[config.mk]
export PLATFORM = sky130hd
export DESIGN_NAME = cursor_list_buffer_unit
export DESIGN_NICKNAME = d
export VERILOG_FILES = /design/src/hw/rtl/clb_pkg.sv /design/src/hw/rtl/cursor_list_buffer_unit.sv /design/src/hw/rtl/clb_store.sv /design/src/hw/rtl/clb_seq.sv
export SDC_FILE = /design/constraint.sdc
export NUM_CORES = 1
export LEC_CHECK = 0
export BUFFER_PORTS_ARGS = -buffer_cell sky130_fd_sc_hd__buf_2
export CELL_PAD_IN_SITES_DETAIL_PLACEMENT = 1
export CELL_PAD_IN_SITES_GLOBAL_PLACEMENT = 1
export CORE_ASPECT_RATIO = 1.75
export CORE_MARGIN = 2
export CORE_UTILIZATION = 28
export CTS_BUF_LIST = sky130_fd_sc_hd__clkbuf_8
export DETAILED_ROUTE_END_ITERATION = 8
export PLACE_DENSITY_LB_ADDON = 0.12
export SETUP_SLACK_MARGIN = 0.02
export SKIP_LAST_GASP = 1
export SYNTH_ARGS = -nofsm -noshare
export SYNTH_HDL_FRONTEND = slang
export SYNTH_SLANG_ARGS = --single-unit
[constraint.sdc]
create_clock -name clk -period 5.6 [get_ports clk]
set_input_delay 0.56 -clock clk [delete_from_list [all_inputs] [get_ports clk]]
set_output_delay 0.56 -clock clk [all_outputs]
set_load 0.01 [all_outputs]
[src/hw/rtl/clb_pkg.sv]
// clb_pkg: command codes, status codes and the result record shared by the
// cursor list buffer top level, its sequencer and the testbench. No dependencies.
package clb_pkg;

    localparam logic [3:0] MODE_INSERT  = 4'd0;
    localparam logic [3:0] MODE_FRONT   = 4'd1;
    localparam logic [3:0] MODE_REAR    = 4'd2;
    localparam logic [3:0] MODE_NEXT    = 4'd3;
    localparam logic [3:0] MODE_PREV    = 4'd4;
    localparam logic [3:0] MODE_DELETE  = 4'd5;
    localparam logic [3:0] MODE_READ    = 4'd6;
    localparam logic [3:0] MODE_REPLACE = 4'd7;
    localparam logic [3:0] MODE_MOVE    = 4'd8;
    localparam logic [3:0] MODE_COUNT   = 4'd9;
    localparam logic [3:0] MODE_CLEAR   = 4'd10;
    localparam logic [3:0] MODE_EMPTY   = 4'd11;
    localparam logic [3:0] MODE_REVERSE = 4'd12;
    localparam logic [3:0] MODE_DUMP    = 4'd13;

    localparam logic [1:0] ST_OK      = 2'd0;
    localparam logic [1:0] ST_INVALID = 2'd1;
    localparam logic [1:0] ST_FULL    = 2'd2;

    // longest run of results a dump produces
    localparam int MAX_RES = 32;

    typedef struct packed {
        logic [1:0] status;
        logic [7:0] out_byte;
        logic [5:0] entry_count;
        logic [5:0] cursor_pos;
        logic       is_empty;
        logic       last_item;
    } res_t;

endpackage

[src/hw/rtl/cursor_list_buffer_unit.sv]
// cursor_list_buffer_unit: top level of the cursor list buffer.
// Uses clb_pkg, clb_store and clb_seq.
//
//  port group  dir  handshake           payload
//  ----------  ---  ------------------  ------------------------------------------
//  request     in   in_valid/in_stall   mode, data_byte, target_position
//  result      out  out_valid/out_stall status, out_byte, entry_count, cursor_pos,
//                                       is_empty, last_item
//
// One request at a time. A simple command passes through decode and a response
// state before its result is registered; read adds a wait for the memory data.
// Insert, delete and move walk the shifted entries through the single-read,
// single-write entry memory at one entry per cycle. Reverse swaps each pair by
// reading both ends and then writing both ends; dump sends one entry each time
// the output register can take a result. in_stall is high from acceptance until
// the last result of the request has entered the output register. Reset clears
// count and cursor; the memory is not cleared and is only read below the fill
// count. out_stall holds a full output register and the sequencer at its results.
module cursor_list_buffer_unit
    import clb_pkg::*;
#(
    parameter int CAPACITY = 32
) (
    input  logic       clk,
    input  logic       rst_n,
    input  logic       in_valid,
    output logic       in_stall,
    input  logic [3:0] mode,
    input  logic [7:0] data_byte,
    input  logic [4:0] target_position,
    output logic       out_valid,
    input  logic       out_stall,
    output logic [1:0] status,
    output logic [7:0] out_byte,
    output logic [5:0] entry_count,
    output logic [5:0] cursor_pos,
    output logic       is_empty,
    output logic       last_item
);

    // entry index and fill count widths
    localparam int AW = (CAPACITY > 1) ? $clog2(CAPACITY) : 1;
    localparam int CW = $clog2(CAPACITY + 1);

    logic          cmd_ready;
    logic          res_valid;
    logic          res_free;
    res_t          res;
    logic          mem_we;
    logic [AW-1:0] mem_waddr;
    logic [7:0]    mem_wdata;
    logic          mem_ren;
    logic [AW-1:0] mem_raddr;
    logic [7:0]    mem_rdata;

    logic          out_valid_reg, out_valid_next;
    res_t          out_reg;

    assign in_stall = !cmd_ready;

    clb_seq #(
        .CAPACITY (CAPACITY),
        .AW       (AW),
        .CW       (CW)
    ) u_seq (
        .clk        (clk),
        .rst_n      (rst_n),
        .cmd_valid  (in_valid),
        .cmd_ready  (cmd_ready),
        .cmd_mode   (mode),
        .cmd_data   (data_byte),
        .cmd_target (target_position),
        .res_valid  (res_valid),
        .res_free   (res_free),
        .res        (res),
        .mem_we     (mem_we),
        .mem_waddr  (mem_waddr),
        .mem_wdata  (mem_wdata),
        .mem_ren    (mem_ren),
        .mem_raddr  (mem_raddr),
        .mem_rdata  (mem_rdata)
    );

    clb_store #(
        .DEPTH (CAPACITY),
        .AW    (AW)
    ) u_store (
        .clk   (clk),
        .we    (mem_we),
        .waddr (mem_waddr),
        .wdata (mem_wdata),
        .ren   (mem_ren),
        .raddr (mem_raddr),
        .rdata (mem_rdata)
    );

    // output register: takes a result when empty or when its result leaves
    assign res_free = !out_valid_reg || !out_stall;

    always_comb
    begin
        out_valid_next = out_valid_reg;
        if (res_free)
            out_valid_next = res_valid;
    end

    always_ff @(posedge clk or negedge rst_n)
    begin
        if (!rst_n)
            out_valid_reg <= 1'b0;
        else
            out_valid_reg <= out_valid_next;
    end

    always_ff @(posedge clk)
    begin
        if (res_free && res_valid)
            out_reg <= res;
    end

    assign out_valid   = out_valid_reg;
    assign status      = out_reg.status;
    assign out_byte    = out_reg.out_byte;
    assign entry_count = out_reg.entry_count;
    assign cursor_pos  = out_reg.cursor_pos;
    assign is_empty    = out_reg.is_empty;
    assign last_item   = out_reg.last_item;

endmodule

[src/hw/rtl/clb_store.sv]
// clb_store: entry memory, one write port and one registered read port.
// No package dependencies.
module clb_store #(
    parameter int DEPTH = 32,
    parameter int AW    = 5
) (
    input  logic          clk,
    input  logic          we,
    input  logic [AW-1:0] waddr,
    input  logic [7:0]    wdata,
    input  logic          ren,
    input  logic [AW-1:0] raddr,
    output logic [7:0]    rdata
);

    logic [7:0] mem [DEPTH];
    logic [7:0] rdata_reg;

    always_ff @(posedge clk)
    begin
        if (we)
        begin
            mem[waddr] <= wdata;
        end
    end

    // read data holds while ren is low
    always_ff @(posedge clk)
    begin
        if (ren)
        begin
            rdata_reg <= mem[raddr];
        end
    end

    assign rdata = rdata_reg;

endmodule

[src/hw/rtl/clb_seq.sv]
// clb_seq: command sequencer. Steps shifts, swaps and dumps through the
// entry memory, overlapping reads and writes. Depends on clb_pkg.
module clb_seq
    import clb_pkg::*;
#(
    parameter int CAPACITY = 32,
    parameter int AW       = 5,
    parameter int CW       = 6
) (
    input  logic          clk,
    input  logic          rst_n,
    input  logic          cmd_valid,
    output logic          cmd_ready,
    input  logic [3:0]    cmd_mode,
    input  logic [7:0]    cmd_data,
    input  logic [4:0]    cmd_target,
    output logic          res_valid,
    input  logic          res_free,
    output res_t          res,
    output logic          mem_we,
    output logic [AW-1:0] mem_waddr,
    output logic [7:0]    mem_wdata,
    output logic          mem_ren,
    output logic [AW-1:0] mem_raddr,
    input  logic [7:0]    mem_rdata
);

    localparam logic [3:0] S_IDLE   = 4'd0;
    localparam logic [3:0] S_DEC    = 4'd1;
    localparam logic [3:0] S_MVHOLD = 4'd2;
    localparam logic [3:0] S_SHIFT  = 4'd3;
    localparam logic [3:0] S_FIN    = 4'd4;
    localparam logic [3:0] S_RDWAIT = 4'd5;
    localparam logic [3:0] S_RV1    = 4'd6;
    localparam logic [3:0] S_RV2    = 4'd7;
    localparam logic [3:0] S_RV3    = 4'd8;
    localparam logic [3:0] S_DUMP   = 4'd9;
    localparam logic [3:0] S_RESP   = 4'd10;

    logic [3:0]    state_reg, state_next;
    logic [CW-1:0] fill_reg, fill_next;
    logic [AW-1:0] cur_reg, cur_next;
    logic          rd_act_reg, rd_act_next;
    logic          wp_reg, wp_next;

    logic [3:0]    mode_reg, mode_next;
    logic [7:0]    data_reg, data_next;
    logic [4:0]    tgt_reg, tgt_next;
    logic [1:0]    status_reg, status_next;
    logic [7:0]    byte_reg, byte_next;
    logic [7:0]    hold_reg, hold_next;
    logic [AW-1:0] idx_reg, idx_next;
    logic [AW-1:0] jdx_reg, jdx_next;
    logic [AW-1:0] last_reg, last_next;
    logic [AW-1:0] wa_reg, wa_next;
    logic [AW-1:0] fin_reg, fin_next;
    logic          up_reg, up_next;

    logic          empty;
    logic          full;
    logic [AW-1:0] ins_pos;
    logic [AW-1:0] fill_m1;
    logic [AW-1:0] tgt_a;
    logic          tgt_bad;
    logic          dump_end;
    logic [CW+5:0] fill_ext;
    logic [AW+5:0] cur_ext;

    assign empty   = (fill_reg == '0);
    assign full    = (fill_reg == CW'(CAPACITY));
    assign ins_pos = empty ? '0 : cur_reg + AW'(1);
    assign fill_m1 = AW'(fill_reg - CW'(1));
    assign tgt_a   = AW'(tgt_reg);
    assign tgt_bad = ({{CW{1'b0}}, tgt_reg} >= {5'd0, fill_reg});
    assign dump_end = (idx_reg == last_reg);

    assign cmd_ready = (state_reg == S_IDLE);

    // result record; count and cursor wrap to six bits
    assign fill_ext = {6'd0, fill_reg};
    assign cur_ext  = {6'd0, cur_reg};

    always_comb
    begin
        res.status      = (state_reg == S_DUMP) ? ST_OK : status_reg;
        res.out_byte    = (state_reg == S_DUMP) ? mem_rdata : byte_reg;
        res.entry_count = fill_ext[5:0];
        res.cursor_pos  = empty ? 6'h3F : cur_ext[5:0];
        res.is_empty    = empty;
        res.last_item   = (state_reg == S_DUMP) ? dump_end : 1'b1;
        res_valid       = (state_reg == S_RESP) || (state_reg == S_DUMP);
    end

    always_comb
    begin
        state_next  = state_reg;
        fill_next   = fill_reg;
        cur_next    = cur_reg;
        rd_act_next = rd_act_reg;
        wp_next     = wp_reg;
        mode_next   = mode_reg;
        data_next   = data_reg;
        tgt_next    = tgt_reg;
        status_next = status_reg;
        byte_next   = byte_reg;
        hold_next   = hold_reg;
        idx_next    = idx_reg;
        jdx_next    = jdx_reg;
        last_next   = last_reg;
        wa_next     = wa_reg;
        fin_next    = fin_reg;
        up_next     = up_reg;
        mem_we      = 1'b0;
        mem_waddr   = wa_reg;
        mem_wdata   = mem_rdata;
        mem_ren     = 1'b0;
        mem_raddr   = idx_reg;

        unique case (state_reg)
            S_IDLE:
            begin
                if (cmd_valid)
                begin
                    mode_next  = cmd_mode;
                    data_next  = cmd_data;
                    tgt_next   = cmd_target;
                    state_next = S_DEC;
                end
            end

            S_DEC:
            begin
                status_next = ST_OK;
                byte_next   = 8'd0;
                state_next  = S_RESP;
                rd_act_next = 1'b1;
                wp_next     = 1'b0;
                unique case (mode_reg)
                    MODE_INSERT:
                    begin
                        if (full)
                        begin
                            status_next = ST_FULL;
                        end
                        else
                        begin
                            fin_next = ins_pos;
                            if (fill_reg > CW'(ins_pos))
                            begin
                                // open a gap: move fill-1 .. pos up by one
                                idx_next   = fill_m1;
                                last_next  = ins_pos;
                                up_next    = 1'b0;
                                state_next = S_SHIFT;
                            end
                            else
                            begin
                                state_next = S_FIN;
                            end
                        end
                    end
                    MODE_FRONT:
                    begin
                        if (empty)
                            status_next = ST_INVALID;
                        else
                            cur_next = '0;
                    end
                    MODE_REAR:
                    begin
                        if (empty)
                            status_next = ST_INVALID;
                        else
                            cur_next = fill_m1;
                    end
                    MODE_NEXT:
                    begin
                        if (!empty && (CW'(cur_reg) + CW'(1) < fill_reg))
                            cur_next = cur_reg + AW'(1);
                        else
                            status_next = ST_INVALID;
                    end
                    MODE_PREV:
                    begin
                        if (!empty && (cur_reg != '0))
                            cur_next = cur_reg - AW'(1);
                        else
                            status_next = ST_INVALID;
                    end
                    MODE_DELETE:
                    begin
                        if (empty)
                        begin
                            status_next = ST_INVALID;
                        end
                        else if (CW'(cur_reg) + CW'(1) < fill_reg)
                        begin
                            // close the gap: move cur+1 .. fill-1 down by one
                            idx_next   = cur_reg + AW'(1);
                            last_next  = fill_m1;
                            up_next    = 1'b1;
                            state_next = S_SHIFT;
                        end
                        else
                        begin
                            state_next = S_FIN;
                        end
                    end
                    MODE_READ:
                    begin
                        if (empty)
                        begin
                            status_next = ST_INVALID;
                        end
                        else
                        begin
                            mem_ren    = 1'b1;
                            mem_raddr  = cur_reg;
                            state_next = S_RDWAIT;
                        end
                    end
                    MODE_REPLACE:
                    begin
                        if (empty)
                        begin
                            status_next = ST_INVALID;
                        end
                        else
                        begin
                            mem_we    = 1'b1;
                            mem_waddr = cur_reg;
                            mem_wdata = data_reg;
                        end
                    end
                    MODE_MOVE:
                    begin
                        if (empty || tgt_bad)
                        begin
                            status_next = ST_INVALID;
                        end
                        else
                        begin
                            mem_ren    = 1'b1;
                            mem_raddr  = cur_reg;
                            state_next = S_MVHOLD;
                        end
                    end
                    MODE_COUNT, MODE_EMPTY:
                    begin
                    end
                    MODE_CLEAR:
                    begin
                        fill_next = '0;
                        cur_next  = '0;
                    end
                    MODE_REVERSE:
                    begin
                        if (fill_reg >= CW'(2))
                        begin
                            mem_ren    = 1'b1;
                            mem_raddr  = '0;
                            idx_next   = '0;
                            jdx_next   = fill_m1;
                            state_next = S_RV1;
                        end
                    end
                    MODE_DUMP:
                    begin
                        if (!empty)
                        begin
                            mem_ren    = 1'b1;
                            mem_raddr  = '0;
                            idx_next   = '0;
                            last_next  = (int'(fill_reg) > MAX_RES) ? AW'(MAX_RES - 1)
                                                                    : fill_m1;
                            state_next = S_DUMP;
                        end
                    end
                    default:
                    begin
                        status_next = ST_INVALID;
                    end
                endcase
            end

            S_MVHOLD:
            begin
                hold_next   = mem_rdata;
                fin_next    = tgt_a;
                last_next   = tgt_a;
                rd_act_next = 1'b1;
                wp_next     = 1'b0;
                priority if (cur_reg > tgt_a)
                begin
                    idx_next   = cur_reg - AW'(1);
                    up_next    = 1'b0;
                    state_next = S_SHIFT;
                end
                else if (cur_reg < tgt_a)
                begin
                    idx_next   = cur_reg + AW'(1);
                    up_next    = 1'b1;
                    state_next = S_SHIFT;
                end
                else
                begin
                    state_next = S_FIN;
                end
            end

            S_SHIFT:
            begin
                // write of the previous read overlaps the next read
                mem_we    = wp_reg;
                mem_waddr = wa_reg;
                mem_wdata = mem_rdata;
                if (rd_act_reg)
                begin
                    mem_ren   = 1'b1;
                    mem_raddr = idx_reg;
                    wa_next   = up_reg ? idx_reg - AW'(1) : idx_reg + AW'(1);
                    wp_next   = 1'b1;
                    if (idx_reg == last_reg)
                        rd_act_next = 1'b0;
                    else
                        idx_next = up_reg ? idx_reg + AW'(1) : idx_reg - AW'(1);
                end
                else
                begin
                    wp_next    = 1'b0;
                    state_next = S_FIN;
                end
            end

            S_FIN:
            begin
                state_next = S_RESP;
                unique case (mode_reg)
                    MODE_INSERT:
                    begin
                        mem_we    = 1'b1;
                        mem_waddr = fin_reg;
                        mem_wdata = data_reg;
                        fill_next = fill_reg + CW'(1);
                        cur_next  = fin_reg;
                    end
                    MODE_MOVE:
                    begin
                        mem_we    = 1'b1;
                        mem_waddr = fin_reg;
                        mem_wdata = hold_reg;
                        cur_next  = fin_reg;
                    end
                    default:
                    begin
                        // delete: cursor wraps to front when it falls off
                        fill_next = fill_reg - CW'(1);
                        if (CW'(cur_reg) >= fill_reg - CW'(1))
                            cur_next = '0;
                    end
                endcase
            end

            S_RDWAIT:
            begin
                byte_next  = mem_rdata;
                state_next = S_RESP;
            end

            S_RV1:
            begin
                hold_next  = mem_rdata;
                mem_ren    = 1'b1;
                mem_raddr  = jdx_reg;
                state_next = S_RV2;
            end

            S_RV2:
            begin
                mem_we     = 1'b1;
                mem_waddr  = idx_reg;
                mem_wdata  = mem_rdata;
                state_next = S_RV3;
            end

            S_RV3:
            begin
                mem_we    = 1'b1;
                mem_waddr = jdx_reg;
                mem_wdata = hold_reg;
                if (CW'(idx_reg) + CW'(2) < CW'(jdx_reg))
                begin
                    idx_next   = idx_reg + AW'(1);
                    jdx_next   = jdx_reg - AW'(1);
                    mem_ren    = 1'b1;
                    mem_raddr  = idx_reg + AW'(1);
                    state_next = S_RV1;
                end
                else
                begin
                    state_next = S_RESP;
                end
            end

            S_DUMP:
            begin
                if (res_free)
                begin
                    if (dump_end)
                    begin
                        state_next = S_IDLE;
                    end
                    else
                    begin
                        idx_next  = idx_reg + AW'(1);
                        mem_ren   = 1'b1;
                        mem_raddr = idx_reg + AW'(1);
                    end
                end
            end

            S_RESP:
            begin
                if (res_free)
                    state_next = S_IDLE;
            end

            default:
            begin
                state_next = S_IDLE;
            end
        endcase
    end

    always_ff @(posedge clk or negedge rst_n)
    begin
        if (!rst_n)
        begin
            state_reg  <= S_IDLE;
            fill_reg   <= '0;
            cur_reg    <= '0;
            rd_act_reg <= 1'b0;
            wp_reg     <= 1'b0;
        end
        else
        begin
            state_reg  <= state_next;
            fill_reg   <= fill_next;
            cur_reg    <= cur_next;
            rd_act_reg <= rd_act_next;
            wp_reg     <= wp_next;
        end
    end

    always_ff @(posedge clk)
    begin
        mode_reg   <= mode_next;
        data_reg   <= data_next;
        tgt_reg    <= tgt_next;
        status_reg <= status_next;
        byte_reg   <= byte_next;
        hold_reg   <= hold_next;
        idx_reg    <= idx_next;
        jdx_reg    <= jdx_next;
        last_reg   <= last_next;
        wa_reg     <= wa_next;
        fin_reg    <= fin_next;
        up_reg     <= up_next;
    end

endmodule

After elaboration in Yosys (flattened, before gate mapping)
Memory sizes are Yosys's and may differ from the RTL's. A register that Yosys moved wholly into a read port is not among the register bits. Cells that the tools add are included.

Reductions and logical operators: 38. Shifts and indexed selects: 0. Eq/ne operators: 54. Bitwise operators: 0. Div/mod/pow operators: 0. Multiply operators: 0. $lt $le $gt $ge: 9. Mux-type cells: 108. Add/sub/neg operators: 9.

Operators by type and width (count): 5-bit two-way mux (38); 5-bit one-hot mux with 4 select lines (4); 5-bit one-hot mux with 5 select lines (2); 4-bit two-way mux (12); 4-bit one-hot mux with 10 select lines (1); 5-bit one-hot mux with 2 select lines (4); 4-bit == test, second input constant (9); 4-bit by 3-bit == test with 1-bit output, second input constant (8); 8-bit one-hot mux with 2 select lines (2); 8-bit two-way mux (3); 4-bit one-hot mux with 6 select lines (1); 6-bit one-hot mux with 2 select lines (2); 8-bit one-hot mux with 3 select lines (1); 1-bit two-way mux (22); 7-bit AND reduction (3); 2-bit != test, second input constant (9); 3-bit by 2-bit != test with 1-bit output, second input constant (6); 4-bit by 2-bit == test with 1-bit output, second input constant (4); 3-bit != test, second input constant (5); 5-bit one-hot mux with 3 select lines (1); 5-bit by 1-bit subtractor with 5-bit output, second input constant (3); 5-bit by 6-bit >= comparator with 1-bit output (2); 6-bit two-way mux (2); 2-bit one-hot mux with 6 select lines (1); 40 further kinds (73).

Bits in read-only memories: 0. Bits in latches: 0. Input bits: 21. Register bits: 103. Output and inout bits: 26. Word-level logic and storage cells: 244. Bits in writable memories: 256. Memories: 1.

Memory list: u_store.mem (words 32, width 8, rd ports 1, clocked after memory_dff 1, wr ports 1, line clb_store.sv:16) `logic [7:0] mem [DEPTH];`.

Logic depth before layout (Yosys ltp)
Gate-level depths: netlist of run 1.

Depth after elaboration: 7. Gate-level depth with buffers: 20. Mapped depth without buffers: 17.

By module
From an unflattened synthesis of run 1, not the netlist that was laid out.

Cell total of the unflattened synthesis: 1186. Area, all modules: 17400.4 sq um.

Modules (own cells, without submodules): clb_store (seq. area each 7927.6 sq um, times used 1, cells each 417, area an instance 10133.5 sq um); clb_seq (seq. area each 2257.2 sq um, times used 1, cells each 740, area an instance 6495.0 sq um); cursor_list_buffer_unit (seq. area each 745.7 sq um, times used 1, cells each 29, area an instance 772.0 sq um).

Worst setup path after synthesis of run 1
OpenSTA, ideal clock, no wires.

Kind: register to register. Start: reg u_seq.fill_reg[0]. End: reg u_seq.idx_reg[0] (enable). Data arrival time: 3.698 ns. Path buffers: 4. Setup time: 0.374 ns. Period minus slack after synthesis: 4.071 ns. Required time: 5.226 ns. Stages on the path, launching flop included: 21. Slack: 1.529 ns. Cell sequence: dfrtp_1 > clkbuf_1 > inv_1 > ha_1 > buf_2 > nor2b_1 > nand2_2 > buf_2 > buf_1 > nand2_1 > ha_1 > nor2b_1 > o21a_1 > o21ai_0 > nand2b_1 > a21oi_1 > o21ai_0 > a211oi_1 > a21oi_1 > o21ai_0 > nor3_1.

Longest elaborated chain between the ends: 5. Elaborated cells on any way between the ends: 10. Those cells by class: 2 x order compare; 5 x eq/ne; 1 x mux; 2 x reduce/logical.

RTL lines: from (decl) (line clb_seq.sv:41) `logic [CW-1:0] fill_reg, fill_next;`; from (signal assigned) (line clb_seq.sv:448) `fill_reg <= fill_next;`; 6-bit logical NOT (line clb_seq.sv:69) `assign empty = (fill_reg == '0);`; 5-bit two-way mux (line clb_seq.sv:71) `assign ins_pos = empty ? '0 : cur_reg + AW'(1);`; 6-bit by 5-bit greater-than comparator with 1-bit output (line clb_seq.sv:148) `if (fill_reg > CW'(ins_pos))`; 3-bit by 2-bit != test with 1-bit output (no line); 9-bit AND reduction (no line) (*); to (signal assigned) (line clb_seq.sv:463) `idx_reg <= idx_next;`; to (decl) (line clb_seq.sv:52) `logic [AW-1:0] idx_reg, idx_next;`.

Every way passes the cells marked *; elsewhere a longest branch is shown, timed or not. A chain may end at the register's enable or synchronous reset.

Final worst setup path of run 1
Start: reg u_seq.idx_reg[1]. End: reg u_store.rdata_reg[0], in the netlist u_store.rdata[0], read port of u_store.mem (data pin).

Longest elaborated chain between the ends: 4. Elaborated cells on any way between the ends: 17. Those cells by class: 2 x add/sub; 1 x order compare; 1 x eq/ne; 13 x mux.

RTL lines: 5-bit by 2-bit adder with 6-bit output (tied with other cells) (line clb_seq.sv:391) `if (CW'(idx_reg) + CW'(2) < CW'(jdx_reg))`; 6-bit by 5-bit < comparator with 1-bit output (tied with other cells) (line clb_seq.sv:391); 1-bit two-way mux (tied with other cells) (line clb_seq.sv:391); 1-bit one-hot mux with 5 select lines / 5-bit one-hot mux with 4 select lines (equally long branches) (line clb_seq.sv:119) `unique case (state_reg)`; to (decl) (line clb_store.sv:17) `logic [7:0] rdata_reg;`.

Several ways; a longest one is shown, not always the timed one.

==> results_dict.tcl, run 1 <==
set metrics [dict create \
    status "completed" \
    synth_commonest_cells "edfxtp_1 (348), nand2_1 (171), nor2_1 (96)" \
    r2r_slack_ns 0.36 \
    slew_headroom_pct 15.3 \
    ys_ff_latch 366 \
    slew_violations 0 \
    syn_nets 1579 \
    yosys.area_share.adder_pct 2.81 \
    wire_per_inst_um 27.9 \
    min_from "target_position[4]" \
    pre_cts_ws_ns 0.241 \
    finalNetCount 1725 \
    path_clk_slew_ns 0.07 \
    clock_path_buffers 3 \
    rows 123 \
    synth-xor-area-share_pct 1.53 \
    yosysSeqAreaShare_pct 59.7 \
    switching_share_pct 47.5 \
    setup-violations-final 0 \
    path_depth 13 \
    io_pins 47 \
    area_delta_synth_final_pct 16.5 \
    switching_power_w 0.00706 \
    endpoint_kind "flop" \
    dp_hpwl_um 52100 \
    netlist-cell-type-count 96 \
    synth.avg_cell_area_um2 12.0 \
    r2r_cells 13 \
    synth_edf_count 348 \
    htreeDepth 2 \
    min_path_type "in -> reg" \
    cts-buffers-inserted 61 \
    synth_cells 1517 \
    async_flop_share_pct 4.92 \
    largest_reg_flops 256 \
    startpoint_type "flop" \
    r2r_start "u_seq.idx_reg[1]" \
    yosys.area.top_type "edfxtp_1" \
    cts_tree "done" \
    die-height_um 342 \
    synth_compound_area_share_pct 16.0 \
    die_width_um 197 \
    synth_top_area_share_pct 57.2 \
    multi_input_area_um2 6760 \
    gp_congestion 0.904 \
    p_int_w 0.00780 \
    slowest_delay_ns 1.00 \
    dpl_cell_area_um2 20000 \
    skew_ns 0.0262 \
    final.setup.worst_slack_ns 0.364 \
    worstSetupEndpoint "u_store.rdata[0]" \
    largest_register "u_store.mem" \
    post-route-min-period_ns 5.24 \
    peakVddDrop_mv 0.354 \
    reg2reg_to "u_store.rdata[0]" \
    antenna_found_initial 1 \
    yosysMostFrequentCell "edfxtp_1" \
    initial_core_util_pct 28.3 \
    critical_path.cell_chain "inv_1, ha_1, ha_1, a21oi_1, o21ai_1, a21oi_1, o22a_1, o221ai_2, nor2_4, buf_4, a221oi_1, a2111oi_0, and4bb_1" \
    crit_type "reg -> reg" \
    crit_fanout 23 \
    grt_use_total_pct 20.9 \
    p_leak_nw 7.70 \
    yosysWarnings 0 \
    synth_top_family_by_area "compound AO/OA/AOI/OAI gates" \
    drc 0 \
    power_density_nw_per_um2 698 \
    synth.area.top_cells "edfxtp_1 (57%), nand2_1 (3.5%), ha_1 (2.8%)" \
    drive_gt1_share_pct 17.7 \
    grt_max_degree 43 \
    crit_start "u_seq.idx_reg[1]" \
    worstMarginPinSlew_ns 1.27 \
    synthesis.area_um2 18300 \
    max_freq_ghz 0.191 \
    rsz0062_at_grt "false" \
    cap_viol_max_count 0 \
    clkPwrFrac_pct 16.2 \
    via_count 13479 \
    crit_buf_inv 2 \
    n_fill_cell 7005 \
    synth_simple_gate_area_share_pct 12.9 \
    final_cell_area_um2 21300 \
    muxShareOfSynthArea_pct 3.62 \
    clk_latency_ns 0.70 \
    grt_overflow 0 \
    combPwrFrac_pct 54.9 \
    power.total_w 0.0149 \
    period_share_pct 93.5 \
    critPathSlowestCell "a2111oi_0" \
    root_buffer "clkbuf_8" \
    grt_pass1_wl_um 101000 \
    whs_ns 0.0652 \
    avgViaCountPerCell 5.33 \
    coreArea_um2 64500 \
    post-cts-setup-buffers 0 \
    path_delay_family "compound AO/OA/AOI/OAI gates" \
    cts.sinks 366 \
    io_buffers 46 \
    seqCellArea_um2 10900 \
    drt_iter0_markers 642 \
    dr.pass1.iters 5 \
    hold_viol_final 0 \
    die-area_um2 67400 \
    required_ns 6.15 \
    totalWireLength_um 70400 \
    pwr-share-seq_pct 29.0 \
    final_antenna_net_count 0 \
    ys.flop_type "edfxtp_1" \
    arrival_ns 5.79 \
    grt_pass1_vias 14410 \
]
worst reg2reg max path, delay by kind of cell (launching register included):
kind / cells / cell delay [ns]
AOI/OAI and AO/OA: 7 / 2.33
DFF: 1 / 0.58
adders and majority gates: 2 / 0.64
buffers and inverters: 2 / 0.62
and+or+nand+nor: 2 / 0.91
routing by layer:
layer | share of wire, % | track usage [%] | up-vias | routed length [um]
met1 | 34 | 19.7 | 6865 | 23900
met5 | 0 | 0 | - | 0
met4 | 6.3 | 12.1 | 0 | 4450
met2 | 57 | 42.3 | 301 | 40200
li1 | - | - | 6159 | -
met3 | 2.7 | 2.64 | 154 | 1890
per-stage QoR:
stage          std cells  setup TNS [ns]  util [%]
2_1_floorplan       1517               0         -
3_3_place_gp        2397          -0.288      30.9
3_5_place_dp        2398               0      30.9
4_1_cts             2526               0      33.0
5_1_grt             2527               0      33.0
6_report            2527               0      33.0
how the worst min path moves through the flow:
stage | slack (ns) | cells after the start | to
after CTS | 0.0008 | 1 | u_seq.tgt_a[4]
after global routing | 0.03 | 1 | u_seq.tgt_a[4]
after floorplan | 0.26 | 0 | out_valid
final | 0.07 | 1 | u_seq.tgt_a[4]
after global placement | 0.50 | 0 | u_seq.hold_reg[2]
after detailed placement | 0.51 | 1 | status[0]
power by group through the flow:
stage / logic (W) / clock network (W) / registers (W)
final: 0.00815 / 0.00240 / 0.00430
after detailed placement: 0.00825 / 0 / 0.00436
after global routing: 0.00873 / 0.00259 / 0.00434
after CTS: 0.00830 / 0.00250 / 0.00431
after floorplan: 0.00477 / 0 / 0.00426
after global placement: 0.00820 / 0 / 0.00435
area by class of cell:
class                   instances  share of cell area [%]
clock buffers                  61                    3.94
multi-input cells            1013                    31.8
inverters                      49                   0.864
flip-flops and latches        366                    51.2
repair buffers                172                    5.79
clock inverters                53                    1.66
diodes                          1                  0.0118
well taps                     812                    4.77
cell families (layout without fill, tap and decap cells):
| kind of cell | count (synthesis) | in the layout |
|---|---|---|
| simple gates | 477 | 477 |
| compound gates | 401 | 401 |
| flops | 366 | 366 |
| buf+inv | 138 | 335 |
| mux | 62 | 62 |
| fa+ha+maj | 41 | 41 |
| xor+xnor | 32 | 32 |
| other cells | 0 | 1 |
cell usage in the layout, fill, tap and decap left out, types with 17 or more instances in the layout:
cell type and instances:
a211oi_1 35, a21boi_0 20, a21oi_1 70, a221oi_1 19, a311oi_1 22, and3_1 45
buf_2 47, buf_4 109, clkbuf_8 61, clkinv_1 19, dfrtp_1 18, edfxtp_1 348
ha_1 41, inv_1 61, mux2_2 19, mux2i_1 39, nand2_1 171, nand3_1 35
nor2_1 94, nor2b_1 25, nor3_1 29, o21a_1 17, o21ai_0 56, xor2_1 17
repair_timing:
| item | CTS | global route |
|---|---|---|
| endpoints found under the hold margin | 31 | 0 |
| endpoints found under the setup margin | 0 | 1 |
| hold buffers | 14 | 0 |
| resized for setup | 0 | 1 |
No activity file was read; power rests on OpenSTA's default activity.
==> run 2: changes to the inputs <==
--- a/config.mk
+++ b/config.mk
@@ -16,5 +16,4 @@
 export PLACE_DENSITY_LB_ADDON = 0.12
 export SETUP_SLACK_MARGIN = 0.02
-export SKIP_LAST_GASP = 1
 export SYNTH_ARGS = -nofsm -noshare
 export SYNTH_HDL_FRONTEND = slang
==> constraint.sdc (replaced) <==
create_clock -name clk -period 5.6 [get_ports clk]
set_input_delay 0 -clock clk [delete_from_list [all_inputs] [get_ports clk]]
set_output_delay 0 -clock clk [all_outputs]
set_load 0.01 [all_outputs]
==> run 2 against run 1 <==
Against the previous run: maximum frequency is essentially flat; critical path type unchanged; core utilization grew 0.34 points; non-clock buffer count grew 21; first-iteration DRC count rose by 9.3%; worst setup slack worse by 0.0012 ns; hold slack gained 0.0026 ns; flip-flop and latch count unchanged; final cell count increased by 0.83%; sequential power hardly changed; design area rose by 1.0%; via count increased by 0.50%.
==> results_dict.tcl, run 2 (synthesized netlist as in run 1, its figures left out) <==
set metrics [dict create \
    drc 0 \
    critPathSlowestCell "edfxtp_1" \
    root_buffer "clkbuf_8" \
    layout_common_cells "edfxtp_1 (348), nand2_1 (171), buf_4 (109)" \
    clock_path_buffers 3 \
    drive_gt1_share_pct 17.5 \
    slew_headroom_pct 15.1 \
    path_clk_slew_ns 0.07 \
    fin_cells 2548 \
    slew_violations 0 \
    rows 123 \
    dp.cells 2398 \
    post-route-min-period_ns 5.24 \
    clk_latency_ns 0.70 \
    post-cts-setup-buffers 0 \
    grt_max_degree 43 \
    crit_fanout 24 \
    n_fill_cell 7006 \
    drt_iter0_markers 702 \
    cts.sinks 366 \
    max_freq_ghz 0.191 \
    grt_overflow 0 \
    die-height_um 342 \
    grt_pass1_wl_um 102000 \
    die_width_um 197 \
    startpoint_type "flop" \
    p_leak_nw 7.79 \
    dpl_cell_area_um2 20000 \
    final_antenna_net_count 0 \
    wire_per_inst_um 27.7 \
    period_share_pct 93.5 \
    use_met1_pct 19.7 \
    dp_hpwl_um 52100 \
    pre_cts_ws_ns 0.241 \
    min_path_type "in -> reg" \
    htreeDepth 2 \
    grt_pass1_vias 14520 \
    power_density_nw_per_um2 691 \
    area_delta_synth_final_pct 17.8 \
    io_buffers 46 \
    final_util_pct 33.4 \
    die-area_um2 67400 \
    coreArea_um2 64500 \
    antenna_found_initial 1 \
    grt_use_total_pct 21.0 \
    power.total_w 0.0149 \
    grtUsageMet3_pct 2.61 \
    arrival_ns 5.68 \
    cts-buffers-inserted 61 \
    required_ns 6.04 \
    rsz0062_at_grt "false" \
    busiest_layer "met2" \
    met2_usage_pct 42.4 \
    largest_reg_flops 256 \
    setup-violations-final 0 \
    status "completed" \
    worstMarginPinSlew_ns 1.27 \
    via_count 13546 \
    final_common_cell "edfxtp_1" \
    skew_ns 0.0230 \
    slowest_delay_ns 0.59 \
    peakVddDrop_mv 0.357 \
    final.setup.worst_slack_ns 0.363 \
    avgViaCountPerCell 5.32 \
    dr.pass1.iters 6 \
    cts_tree "done" \
    io_pins 47 \
    critical_path.cell_chain "inv_1, ha_1, ha_1, a21oi_1, o21ai_1, a21oi_1, o22a_1, o221a_2, nand2_2, buf_4, a211oi_1, a311oi_1, a311oi_1, and4bb_1" \
    totalWireLength_um 70700 \
    finalNetCount 1746 \
    crit_type "reg -> reg" \
    gp_congestion 0.904 \
    cap_viol_max_count 0 \
    endpoint_kind "flop" \
    largest_register "u_store.mem" \
    final_cell_area_um2 21500 \
    hold_viol_final 0 \
    initial_core_util_pct 28.3 \
]
[run 2: cell count changes in the layout (fill, tap and decap cells not counted), sizes merged]
| cell | delta |
|---|---|
| dlygate4sd3 | +20 |
| buf | +1 |
[run 2: what timing repair did]
action / CTS / global route
hold buffers: 35 / 0
setup endpoints to repair: 0 / 1
hold endpoints to repair: 46 / 0
resized for setup: 0 / 1
[run 2: final cells by class]
| cell class | instances | area [um2] | share of cell area (%) |
|---|---|---|---|
| antenna | 1 | 2.50 | 0.0116 |
| timing repair buffer | 193 | 1450 | 6.76 |
| sequential | 366 | 10900 | 50.7 |
| clock inverter | 53 | 353 | 1.64 |
| clock buffer | 61 | 840 | 3.90 |
| tap | 812 | 1020 | 4.72 |
| multi-input combinational | 1013 | 6760 | 31.4 |
| inverter | 49 | 184 | 0.855 |
[run 2: metal layers]
metal | vias up | wire length (um)
li1 | 6190 | -
met1 | 6910 | 24000
met2 | 299 | 40400
met3 | 147 | 1910
met4 | 0 | 4360
met5 | - | 0
[run 2: path summary, 6_finish.rpt]
path | start | to | slack (ns) | cells after the start
max | u_seq.idx_reg[1] | u_store.rdata[3] | 0.36 | 14
min | target_position[2] | u_seq.tgt_a[2] | 0.07 | 2
max reg2reg | u_seq.idx_reg[1] | u_store.rdata[3] | 0.36 | 14
min reg2reg | u_store.rdata[6] | u_seq.hold_reg[6] | 0.52 | 0
max in group asynchronous | rst_n | u_seq.wp_reg | 5.11 | 4
min in group asynchronous | rst_n | u_seq.cur_reg[1] | 0.30 | 4
[run 2: critical path, delay by kind of cell (launching register included)]
| kind | cells | cell delay, ns |
|---|---|---|
| compound gates | 8 | 2.49 |
| fa+ha+maj | 2 | 0.64 |
| buf+inv | 2 | 0.62 |
| flops | 1 | 0.59 |
| simple gates | 2 | 0.62 |
[run 2: per-stage QoR]
| step | setup TNS (ns) | hold slack, ns |
|---|---|---|
| 6_report | 0 | 0.0678 |
| 5_1_grt | 0 | 0.0606 |
| 4_1_cts | 0 | 0.0210 |
| 3_5_place_dp | 0 | 0.0338 |
| 3_3_place_gp | -0.288 | 0.0297 |
| 2_1_floorplan | 0 | -0.296 |
[run 2: power by group]
group / leakage [nW] / total (W) / switching, W / internal, W
clock: 0.669 / 0.00240 / 0.00119 / 0.00122
combinational: 3.73 / 0.00816 / 0.00562 / 0.00254
sequential: 3.40 / 0.00430 / 0.000254 / 0.00405
